===== src/rtl/ksrdc_pkg.sv =====
`default_nettype none

package ksrdc_pkg;

    localparam int DEPTH_DEFAULT      = 16;
    localparam int COUNT_BITS_DEFAULT = 8;
    localparam int KEY_W              = 32;
    localparam int DISP_W             = 8;

    typedef enum logic {
        OP_PUSH   = 1'b0,
        OP_REMOVE = 1'b1
    } op_t;

    typedef enum logic [1:0] {
        STAT_STORED  = 2'd0,
        STAT_FULL    = 2'd1,
        STAT_REMOVED = 2'd2,
        STAT_MISSING = 2'd3
    } status_t;

    typedef enum logic [1:0] {
        ST_IDLE,
        ST_SCAN,
        ST_COMMIT
    } state_t;

    // Broadcast control from the sequencer to every cell.
    typedef struct packed {
        logic start;   // launch the probe at the top occupied cell
        logic commit;  // marked cells take their upper neighbor's entry
        logic wr_en;   // push writes the addressed cell
    } ctrl_t;

    // Probe token handed from a cell to the one below it.
    typedef struct packed {
        logic probe;
        logic hit;
    } link_t;

endpackage

`default_nettype wire


===== src/rtl/ksrdc_cell.sv =====
`default_nettype none

module ksrdc_cell #(
    parameter int IDX        = 0,
    parameter int IDX_W      = 4,
    parameter int COUNT_BITS = ksrdc_pkg::COUNT_BITS_DEFAULT
) (
    input  wire logic                           aclk,
    input  wire logic                           aresetn,
    input  wire ksrdc_pkg::ctrl_t               ctrl,
    input  wire logic [IDX_W-1:0]               start_idx,
    input  wire logic [IDX_W-1:0]               wr_idx,
    input  wire logic [ksrdc_pkg::KEY_W-1:0]    bus_key,
    input  wire ksrdc_pkg::link_t               up_link,
    input  wire logic [COUNT_BITS-1:0]          up_cnt,
    input  wire logic [ksrdc_pkg::KEY_W-1:0]    up_key,
    input  wire logic [COUNT_BITS-1:0]          up_count,
    output ksrdc_pkg::link_t                    down_link,
    output logic [COUNT_BITS-1:0]               down_cnt,
    output logic [ksrdc_pkg::KEY_W-1:0]         own_key,
    output logic [COUNT_BITS-1:0]               own_count
);

    logic [ksrdc_pkg::KEY_W-1:0] key_reg;
    logic [COUNT_BITS-1:0]       count_reg;
    logic                        probe_reg;
    logic                        probe_next;
    logic                        hit_reg;
    logic [COUNT_BITS-1:0]       cnt_reg;
    logic                        shift_reg;
    logic                        match;
    logic [COUNT_BITS-1:0]       up_count_inc;

    assign match        = (key_reg == bus_key);
    assign probe_next   = (ctrl.start && (start_idx == IDX_W'(IDX))) || up_link.probe;
    assign up_count_inc = (up_count == {COUNT_BITS{1'b1}}) ? up_count
                                                           : up_count + 1'b1;

    always_ff @(posedge aclk) begin
        if (!aresetn) begin
            probe_reg <= 1'b0;
            hit_reg   <= 1'b0;
            shift_reg <= 1'b0;
        end else begin
            probe_reg <= probe_next;
            if (ctrl.start) begin
                hit_reg <= 1'b0;
            end else if (up_link.probe) begin
                hit_reg <= up_link.hit;
            end
            // mark every visited cell down to and including the match
            if (ctrl.start) begin
                shift_reg <= 1'b0;
            end else if (probe_reg && !hit_reg) begin
                shift_reg <= 1'b1;
            end
        end
    end

    always_ff @(posedge aclk) begin
        if (up_link.probe) begin
            cnt_reg <= up_cnt;
        end
        if (ctrl.wr_en && (wr_idx == IDX_W'(IDX))) begin
            key_reg   <= bus_key;
            count_reg <= '0;
        end else if (ctrl.commit && shift_reg) begin
            key_reg   <= up_key;
            count_reg <= up_count_inc;
        end
    end

    assign down_link.probe = probe_reg;
    assign down_link.hit   = hit_reg | match;
    assign down_cnt        = hit_reg ? cnt_reg : count_reg;
    assign own_key         = key_reg;
    assign own_count       = count_reg;

endmodule

`default_nettype wire


===== src/rtl/keyed_stack_remove_displace_count_unit.sv =====
// Keyed stack with remove-by-key and displacement counting.
//
// Input channel (s_valid/s_ready): s_operation selects push or remove, s_key
// names the entry. Result channel (m_valid/m_ready): m_status, m_key_echo and
// m_displacements, exactly one result word per input word.
//
// The stack is a row of DEPTH cells. A push writes the cell at the fill level
// and its result is registered on the accepting edge, as is the result of a
// remove on an empty stack. Any other remove launches a probe at the top
// occupied cell; the probe walks down one cell per cycle, carrying the first
// match it meets, and the result word is registered as the probe leaves the
// bottom cell. A found key then passes through a commit state that shifts the
// entries above it down; one word is in flight at a time.
//
// Reset empties the stack at once; entry contents are left as they are.
// A stalled receiver holds the result word in the output register; the next
// input word is taken only once that register is free or being drained.
`default_nettype none

module keyed_stack_remove_displace_count_unit #(
    parameter int DEPTH      = ksrdc_pkg::DEPTH_DEFAULT,
    parameter int COUNT_BITS = ksrdc_pkg::COUNT_BITS_DEFAULT
) (
    input  wire logic                                  aclk,
    input  wire logic                                  aresetn,
    input  wire logic                                  s_valid,
    output logic                                       s_ready,
    input  wire logic                                  s_operation,
    input  wire logic signed [ksrdc_pkg::KEY_W-1:0]    s_key,
    output logic                                       m_valid,
    input  wire logic                                  m_ready,
    output logic [1:0]                                 m_status,
    output logic signed [ksrdc_pkg::KEY_W-1:0]         m_key_echo,
    output logic [ksrdc_pkg::DISP_W-1:0]               m_displacements
);

    localparam int IDX_W  = (DEPTH > 1) ? $clog2(DEPTH) : 1;
    localparam int FILL_W = $clog2(DEPTH + 1);

    ksrdc_pkg::state_t state_reg, state_next;
    logic [FILL_W-1:0]           fill_reg;
    logic [ksrdc_pkg::KEY_W-1:0] key_reg;
    logic                        m_valid_reg;
    ksrdc_pkg::status_t          status_reg;
    logic [ksrdc_pkg::DISP_W-1:0] disp_reg;

    ksrdc_pkg::ctrl_t            ctrl;
    logic                        accept;
    logic                        is_push;
    logic                        is_full;
    logic                        is_empty;
    logic [IDX_W-1:0]            start_idx;
    logic [IDX_W-1:0]            wr_idx;
    logic [ksrdc_pkg::KEY_W-1:0] bus_key;
    logic [ksrdc_pkg::DISP_W-1:0] disp_found;

    ksrdc_pkg::link_t            links  [DEPTH+1];
    logic [COUNT_BITS-1:0]       cnts   [DEPTH+1];
    logic [ksrdc_pkg::KEY_W-1:0] keys   [DEPTH+1];
    logic [COUNT_BITS-1:0]       counts [DEPTH+1];

    assign accept    = s_valid && s_ready;
    assign is_push   = (s_operation == ksrdc_pkg::OP_PUSH);
    assign is_full   = (fill_reg == FILL_W'(DEPTH));
    assign is_empty  = (fill_reg == '0);
    assign start_idx = IDX_W'(fill_reg - 1'b1);
    assign wr_idx    = IDX_W'(fill_reg);
    // push writes from the port; the probe compares against the held key
    assign bus_key   = (state_reg == ksrdc_pkg::ST_IDLE) ? s_key : key_reg;

    // Next state
    always_comb begin
        state_next = state_reg;
        case (state_reg)
            ksrdc_pkg::ST_IDLE: begin
                if (accept && !is_push && !is_empty) begin
                    state_next = ksrdc_pkg::ST_SCAN;
                end
            end
            ksrdc_pkg::ST_SCAN: begin
                // probe leaving the bottom cell ends the search
                if (links[0].probe) begin
                    state_next = links[0].hit ? ksrdc_pkg::ST_COMMIT
                                              : ksrdc_pkg::ST_IDLE;
                end
            end
            ksrdc_pkg::ST_COMMIT: begin
                state_next = ksrdc_pkg::ST_IDLE;
            end
            default: begin
                state_next = ksrdc_pkg::ST_IDLE;
            end
        endcase
    end

    // Outputs of the sequencer
    always_comb begin
        s_ready     = 1'b0;
        ctrl.start  = 1'b0;
        ctrl.commit = 1'b0;
        ctrl.wr_en  = 1'b0;
        case (state_reg)
            ksrdc_pkg::ST_IDLE: begin
                s_ready    = !m_valid_reg || m_ready;
                ctrl.start = accept && !is_push && !is_empty;
                ctrl.wr_en = accept && is_push && !is_full;
            end
            ksrdc_pkg::ST_COMMIT: begin
                ctrl.commit = 1'b1;
            end
            default: begin
                s_ready = 1'b0;
            end
        endcase
    end

    always_ff @(posedge aclk) begin
        if (!aresetn) begin
            state_reg   <= ksrdc_pkg::ST_IDLE;
            fill_reg    <= '0;
            m_valid_reg <= 1'b0;
        end else begin
            state_reg <= state_next;
            if (ctrl.wr_en) begin
                fill_reg <= fill_reg + 1'b1;
            end else if (ctrl.commit) begin
                fill_reg <= fill_reg - 1'b1;
            end
            // raise the word when a result is ready, drop it on handshake
            if (accept && (is_push || is_empty)) begin
                m_valid_reg <= 1'b1;
            end else if ((state_reg == ksrdc_pkg::ST_SCAN) && links[0].probe) begin
                m_valid_reg <= 1'b1;
            end else if (m_valid_reg && m_ready) begin
                m_valid_reg <= 1'b0;
            end
        end
    end

    // Result payload and held key
    always_ff @(posedge aclk) begin
        if (accept) begin
            key_reg  <= s_key;
            disp_reg <= '0;
            if (is_push) begin
                status_reg <= is_full ? ksrdc_pkg::STAT_FULL : ksrdc_pkg::STAT_STORED;
            end else begin
                status_reg <= ksrdc_pkg::STAT_MISSING;
            end
        end else if ((state_reg == ksrdc_pkg::ST_SCAN) && links[0].probe) begin
            if (links[0].hit) begin
                status_reg <= ksrdc_pkg::STAT_REMOVED;
                disp_reg   <= disp_found;
            end else begin
                status_reg <= ksrdc_pkg::STAT_MISSING;
                disp_reg   <= '0;
            end
        end
    end

    // Low bits of the carried count, zero-extended for narrow counts
    generate
        if (COUNT_BITS >= ksrdc_pkg::DISP_W) begin : g_disp_trunc
            assign disp_found = cnts[0][ksrdc_pkg::DISP_W-1:0];
        end else begin : g_disp_ext
            assign disp_found = {{(ksrdc_pkg::DISP_W - COUNT_BITS){1'b0}}, cnts[0]};
        end
    endgenerate

    // Nothing above the top cell
    assign links[DEPTH]  = '0;
    assign cnts[DEPTH]   = '0;
    assign keys[DEPTH]   = '0;
    assign counts[DEPTH] = '0;

    generate
        for (genvar i = 0; i < DEPTH; i++) begin : g_cell
            ksrdc_cell #(
                .IDX        (i),
                .IDX_W      (IDX_W),
                .COUNT_BITS (COUNT_BITS)
            ) u_cell (
                .aclk      (aclk),
                .aresetn   (aresetn),
                .ctrl      (ctrl),
                .start_idx (start_idx),
                .wr_idx    (wr_idx),
                .bus_key   (bus_key),
                .up_link   (links[i+1]),
                .up_cnt    (cnts[i+1]),
                .up_key    (keys[i+1]),
                .up_count  (counts[i+1]),
                .down_link (links[i]),
                .down_cnt  (cnts[i]),
                .own_key   (keys[i]),
                .own_count (counts[i])
            );
        end
    endgenerate

    assign m_valid         = m_valid_reg;
    assign m_status        = status_reg;
    assign m_key_echo      = key_reg;
    assign m_displacements = disp_reg;

endmodule

`default_nettype wire


===== config.mk =====
export PLATFORM = sky130hd
export DESIGN_NAME = keyed_stack_remove_displace_count_unit
export DESIGN_NICKNAME = d
export VERILOG_FILES = /design/src/rtl/ksrdc_pkg.sv /design/src/rtl/ksrdc_cell.sv /design/src/rtl/keyed_stack_remove_displace_count_unit.sv
export SDC_FILE = /design/constraint.sdc
export NUM_CORES = 2
export LEC_CHECK = 0
export BUFFER_PORTS_ARGS = -buffer_cell sky130_fd_sc_hd__buf_2
export CELL_PAD_IN_SITES_DETAIL_PLACEMENT = 0
export CELL_PAD_IN_SITES_GLOBAL_PLACEMENT = 1
export CORE_UTILIZATION = 30
export CTS_CLUSTER_SIZE = 12
export DETAILED_ROUTE_END_ITERATION = 7
export PLACE_DENSITY_LB_ADDON = 0.1
export SETUP_SLACK_MARGIN = 0.1
export SYNTH_ARGS = -nofsm -noshare
export SYNTH_HDL_FRONTEND = slang
export SYNTH_HIERARCHICAL = 1
export SYNTH_SLANG_ARGS = --single-unit

===== constraint.sdc =====
create_clock -name aclk -period 4.62 [get_ports aclk]
set_clock_uncertainty 0.1 [all_clocks]
set_input_delay 0.693 -clock aclk [delete_from_list [all_inputs] [get_ports aclk]]
set_output_delay 0.693 -clock aclk [all_outputs]
set_load 0.03 [all_outputs]

After elaboration in Yosys (flattened, before gate mapping) --
Index checks and enable logic that the tools add are counted.
Word-level totals: input port bits 37, logic and storage cells 412, register bits 831, output and inout port bits 44
Cells by class: add/subtract/negate cells 17, muxes and demuxes 81, equal/unequal tests 65, bitwise operators 17, reductions and logical operators 131
Operators with widths (count):
- $mux W32 | 33
- $eq A32 B32 Y1 | 16
- $mux W8 | 28
- $add A8 B1 Y8 const B | 13
- $eq A8 B8 Y1 const B | 13
- $logic_and A1 B1 Y1 | 71
- $eq A4 B4 Y1 const B | 16
- $reduce_bool A2 Y1 | 18
- $eq A4 B3 Y1 const B | 8
- $logic_not A1 Y1 | 18
- $logic_or A1 B1 Y1 | 17
- $eq A4 B2 Y1 const B | 4
- $or A1 B1 Y1 | 15
- $mux W2 | 6
- $mux W1 | 10
- $mux W5 | 2
- $eq A2 B8 Y1 const B | 1
- $eq A4 B1 Y1 const B | 2
- $logic_not A4 Y1 | 2
- $add A5 B1 Y5 const B | 1
- $eq A5 B5 Y1 const B | 1
- $logic_not A5 Y1 | 1
- $sub A5 B1 Y5 const B | 1
- $ne A2 B1 Y1 const B | 2
- other kinds (11) | 12

Logic depth before layout (Yosys ltp) --
depth after elaboration 9, depth in mapped cells 10, depth with buffers taken out 9

Cells and area by module --
The synthesis kept the hierarchy.
Modules (own cells, without submodules):
- ksrdc_cell (g_cell[10].u_cell ...) | area each 2632.5 µm², cells each 271, seq. area each 1421.4 µm², times used 3
- ksrdc_cell (g_cell[11].u_cell ...) | area each 2772.7 µm², cells each 202, seq. area each 1421.4 µm², times used 2
- ksrdc_cell (g_cell[13].u_cell ...) | area each 2771.4 µm², cells each 203, seq. area each 1421.4 µm², times used 2
- ksrdc_cell (g_cell[1].u_cell ...) | area each 2630.0 µm², cells each 271, seq. area each 1421.4 µm², times used 2
- ksrdc_cell (g_cell[4].u_cell ...) | area each 2627.5 µm², cells each 271, seq. area each 1421.4 µm², times used 2
- ksrdc_cell (g_cell[12].u_cell) | area each 2762.6 µm², cells each 202, seq. area each 1421.4 µm², times used 1
- ksrdc_cell (g_cell[3].u_cell) | area each 2762.6 µm², cells each 201, seq. area each 1421.4 µm², times used 1
- ksrdc_cell (g_cell[15].u_cell) | area each 2753.9 µm², cells each 202, seq. area each 1421.4 µm², times used 1
- ksrdc_cell (g_cell[9].u_cell) | area each 2645.0 µm², cells each 262, seq. area each 1421.4 µm², times used 1
- ksrdc_cell (g_cell[0].u_cell) | area each 2623.8 µm², cells each 271, seq. area each 1421.4 µm², times used 1
- keyed_stack_remove_displace_count_unit | area each 2227.1 µm², cells each 175, seq. area each 1341.3 µm², times used 1

Worst setup path before layout --
Ideal clock, no wire load.
path kind reg2reg, start point reg fill_reg[0], end point reg g_cell[15].u_cell.key_reg (netlist bit g_cell[15].u_cell/own_key[0]) (enable), buffers on the path 1, required time 4131 ps, cell stages (with the launch flop) 10, slack 398 ps, setup time 389 ps, data arrival time 3732 ps, clock period less this slack 4222 ps, path through dfxtp_1 -> inv_1 -> ha_1 -> and4bb_2 -> or4_4 -> clkinv_2 -> and3_1 -> nand3_4 -> buf_2 -> nand2_1
RTL lines:
- start, declared | line keyed_stack_remove_displace_count_unit.sv:41 | logic [FILL_W-1:0] fill_reg;
- start signal, assigned | line keyed_stack_remove_displace_count_unit.sv:125 | fill_reg <= fill_reg + 1'b1;
- start signal, assigned | line keyed_stack_remove_displace_count_unit.sv:127 | fill_reg <= fill_reg - 1'b1;
- end signal, assigned | line ksrdc_cell.sv:65 | key_reg <= bus_key;
- end signal, assigned | line ksrdc_cell.sv:68 | key_reg <= up_key;
- end, declared | line ksrdc_cell.sv:24 | logic [ksrdc_pkg::KEY_W-1:0] key_reg;

==> flow_summary.json <==
{
  "worst_path_largest_cell_delay_ps": 740,
  "wl_per_cell_um": 20.5,
  "synthAdderAreaFrac_pct": 0.497,
  "cts_max_level": 3,
  "end_kind": "flop",
  "slew_viol_final": 0,
  "first_pass_iters": 7,
  "clockBufferDepth": 3,
  "power.internal_w": 0.0137,
  "cap_violations": 0,
  "yosys_warnings": 6,
  "area_growth_pct": 14.9,
  "vdd_drop_max_mv": 0.325,
  "detail_route.wirelength_um": 131000,
  "hpwl_um": 93500,
  "cts_tree": "yes",
  "start_util_pct": 30.2,
  "cp_slowest_cell": "nor4_1",
  "hold_class": "in -> reg",
  "final_util_pct": 34.7,
  "clock-sinks": 866,
  "routabilityCongestion": 0.781,
  "pin_count": 81,
  "syn_avg_cell_area_um2": 11.3,
  "power.density_cell_area_nw_per_um2": 349,
  "ys_types": 67,
  "required_ps": 5150,
  "combPwrFrac_pct": 7.7,
  "ys_dominant_reg_cell": "edfxtp_1",
  "synth_edf_count": 674,
  "largest_reg_flops": 512,
  "cts-root-buf": "clkbuf_16",
  "grt_use_total_pct": 17.1,
  "rows": 142,
  "power_leakage_nw": 20.4,
  "slew_headroom_pct": 34.0,
  "outcome": "finished, final reports clean",
  "switching_share_pct": 24.7,
  "grt_pass1_wl_um": 198000,
  "coreArea_um2": 150000,
  "die_area_um2": 152000,
  "synthMuxAreaShare_pct": 12.4,
  "vias_per_cell": 4.59,
  "critPathLaunchType": "flop",
  "worstPathCellList": "nor2_4 > buf_12 > mux2_2 > buf_4 > xor2_1 > nor4_1 > nand4_1 > o21ai_0 > mux2i_1 > nor2_1",
  "grt_pass1_vias": 29987,
  "hold_ws_ps": 71.3,
  "synth-seq-cells": 866,
  "grt_max_degree": 43,
  "synthCells": 4020,
  "worstSetupPathType": "reg -> reg",
  "critPathTopFamily": "simple AND/OR/NAND/NOR gates",
  "cts_inserted_buffers": 106,
  "die-width_um": 390,
  "fmaxAchievable_mhz": 263,
  "drive_gt1_share_pct": 18.1,
  "synth_top_area_share_pct": 44.7,
  "setup_ws_ps": 812,
  "grt_overflow": 0,
  "fillers": 15078,
  "clk_latency_ps": 710,
  "path_clk_slew_ps": 60,
  "rsz0062_at_grt": "false",
  "nets": 4318,
  "antennaDiodeCount": 0,
  "tightest_slew_ps": 990,
  "path_max_fanout": 33,
  "synth_xor_area_share_pct": 10.9,
  "critPathBufInv": 2,
  "arrival_ps": 4340,
  "pwr-share-clk_pct": 45.1,
  "io_buffers": 80,
  "setup_tns_ps": 0,
  "hold_viol": 0,
  "synth_compound_area_share_pct": 4.35,
  "yosys.area_share.simple_pct": 16.4,
  "die_h_um": 390,
  "vias": 29209,
  "synth_top_family_by_area": "simple AND/OR/NAND/NOR gates",
  "p_switching_w": 0.00449,
  "ys_seq_area_share_pct": 53.2,
  "seqPwrFrac_pct": 47.1,
  "syn_area_um2": 45300,
  "post-route-drc-count": 0,
  "post_cts_buffers": 0,
  "antenna_found_initial": 1,
  "drt_iter0_drc": 1701,
  "min_period_ps": 3810,
  "finalSetupViolCount": 0,
  "ys_top_cells_by_area": "edfxtp_1, xor2_1, nand2_1, dfxtp_1, mux2_4",
  "finalCritPeriodShare_pct": 82.4,
  "place_ws_ps": 683,
  "ant_nets": 0,
  "synth_top_area_cell": "edfxtp_1",
  "async_flop_share_pct": 0
}
-- cells in the mapped netlist (all sizes together), types with 53 or more instances --
master and number:
clkbuf 53, nor2 114, o21ai 125, mux2 384, nor4 144, dfxtp 192
xor2 545, nand4 54, edfxtp 674, nand2 1025, a21oi 112, nand3 100
buf 104
-- final timing paths --
check                                  startpoint                                    end  slack [ps]  depth (start not counted)
setup / recovery        state_reg[0]$_SDFFE_PN0P_  g_cell[3].u_cell/hit_reg$_SDFFE_PP0P_         810                         10
hold / removal                          s_key[20]               m_key_echo[20]$_DFFE_PP_          70                          1
setup reg to reg        state_reg[0]$_SDFFE_PN0P_  g_cell[3].u_cell/hit_reg$_SDFFE_PP0P_         810                         10
hold reg to reg   m_displacements[2]$_SDFFE_PP0P_        m_displacements[2]$_SDFFE_PP0P_         350                          2
-- metal layers --
metal,track usage [%],wire length [um],vias up
li1,-,-,14627
met1,22.1,60000,14068
met2,29.8,64400,351
met3,2.08,3080,163
met4,4.66,3370,0
met5,0,0,-
-- stage by stage --
stage / power (W) / instance area [um^2] / std cells
global route: 0.0188 / 52000 / 6370
global placement: 0.0101 / 48500 / 6161
CTS: 0.0185 / 52000 / 6370
floorplan: 0.00952 / 45600 / 4108
finish: 0.0182 / 52000 / 6370
detailed placement: 0.0101 / 48500 / 6161
-- cell usage in the layout, fill, tap and decap left out, types with 10 or more instances in the layout --
cell / n
a31oi_1: 23
dlygate4sd3_1: 10
nor4_1: 144
nand2b_1: 20
clkbuf_16: 108
and3_1: 24
o21ai_0: 118
nand4_1: 41
o31ai_1: 16
xnor2_1: 18
and2_1: 44
inv_1: 38
clkinv_1: 30
ha_1: 18
mux2_2: 174
a21oi_1: 102
nor2_1: 103
buf_4: 109
conb_1: 89
nor2b_1: 23
mux2i_1: 48
buf_2: 80
a21oi_2: 10
mux2_4: 210
xor2_1: 545
dfxtp_1: 192
o21bai_1: 15
and4_1: 15
edfxtp_1: 674
nand3_1: 98
nand2_1: 1025
clkbuf_1: 20
clkinv_2: 20
-- power by group through the flow --
stage / clock network (W) / logic [W] / registers [W]
global placement: 0 / 0.00142 / 0.00872
detailed placement: 0 / 0.00142 / 0.00872
global route: 0.00874 / 0.00152 / 0.00856
finish: 0.00820 / 0.00141 / 0.00855
CTS: 0.00848 / 0.00143 / 0.00855
floorplan: 0 / 0.000792 / 0.00872
-- repair_timing --
| action | in CTS | in global routing |
|---|---|---|
| hold endpoints to repair | 10 | 0 |
| gates resized for setup | 0 | 0 |
| hold buffers | 10 | 0 |
-- layout make-up --
| class | instances | area [um^2] | share of cell area, % |
|---|---|---|---|
| Sequential cell | 866 | 24100 | 46.3 |
| Multi-Input combinational cell | 3045 | 20500 | 39.3 |
| Clock buffer | 132 | 2830 | 5.44 |
| Tap cell | 2016 | 2520 | 4.85 |
| Timing Repair Buffer | 204 | 1420 | 2.73 |
| Clock inverter | 67 | 557 | 1.07 |
| Inverter | 40 | 151 | 0.291 |
-- logic make-up (layout without fill, tap and decap cells) --
| family | Yosys count | after routing |
|---|---|---|
| adders and majority gates | 18 | 18 |
| AOI/OAI and AO/OA | 335 | 335 |
| muxes | 432 | 432 |
| xor gates and xnor gates | 563 | 563 |
| DFF | 866 | 866 |
| buffers and inverters | 197 | 443 |
| and+or+nand+nor | 1608 | 1608 |
| other | 1 | 89 |
Note: power is estimated with default switching activity, not from simulation.
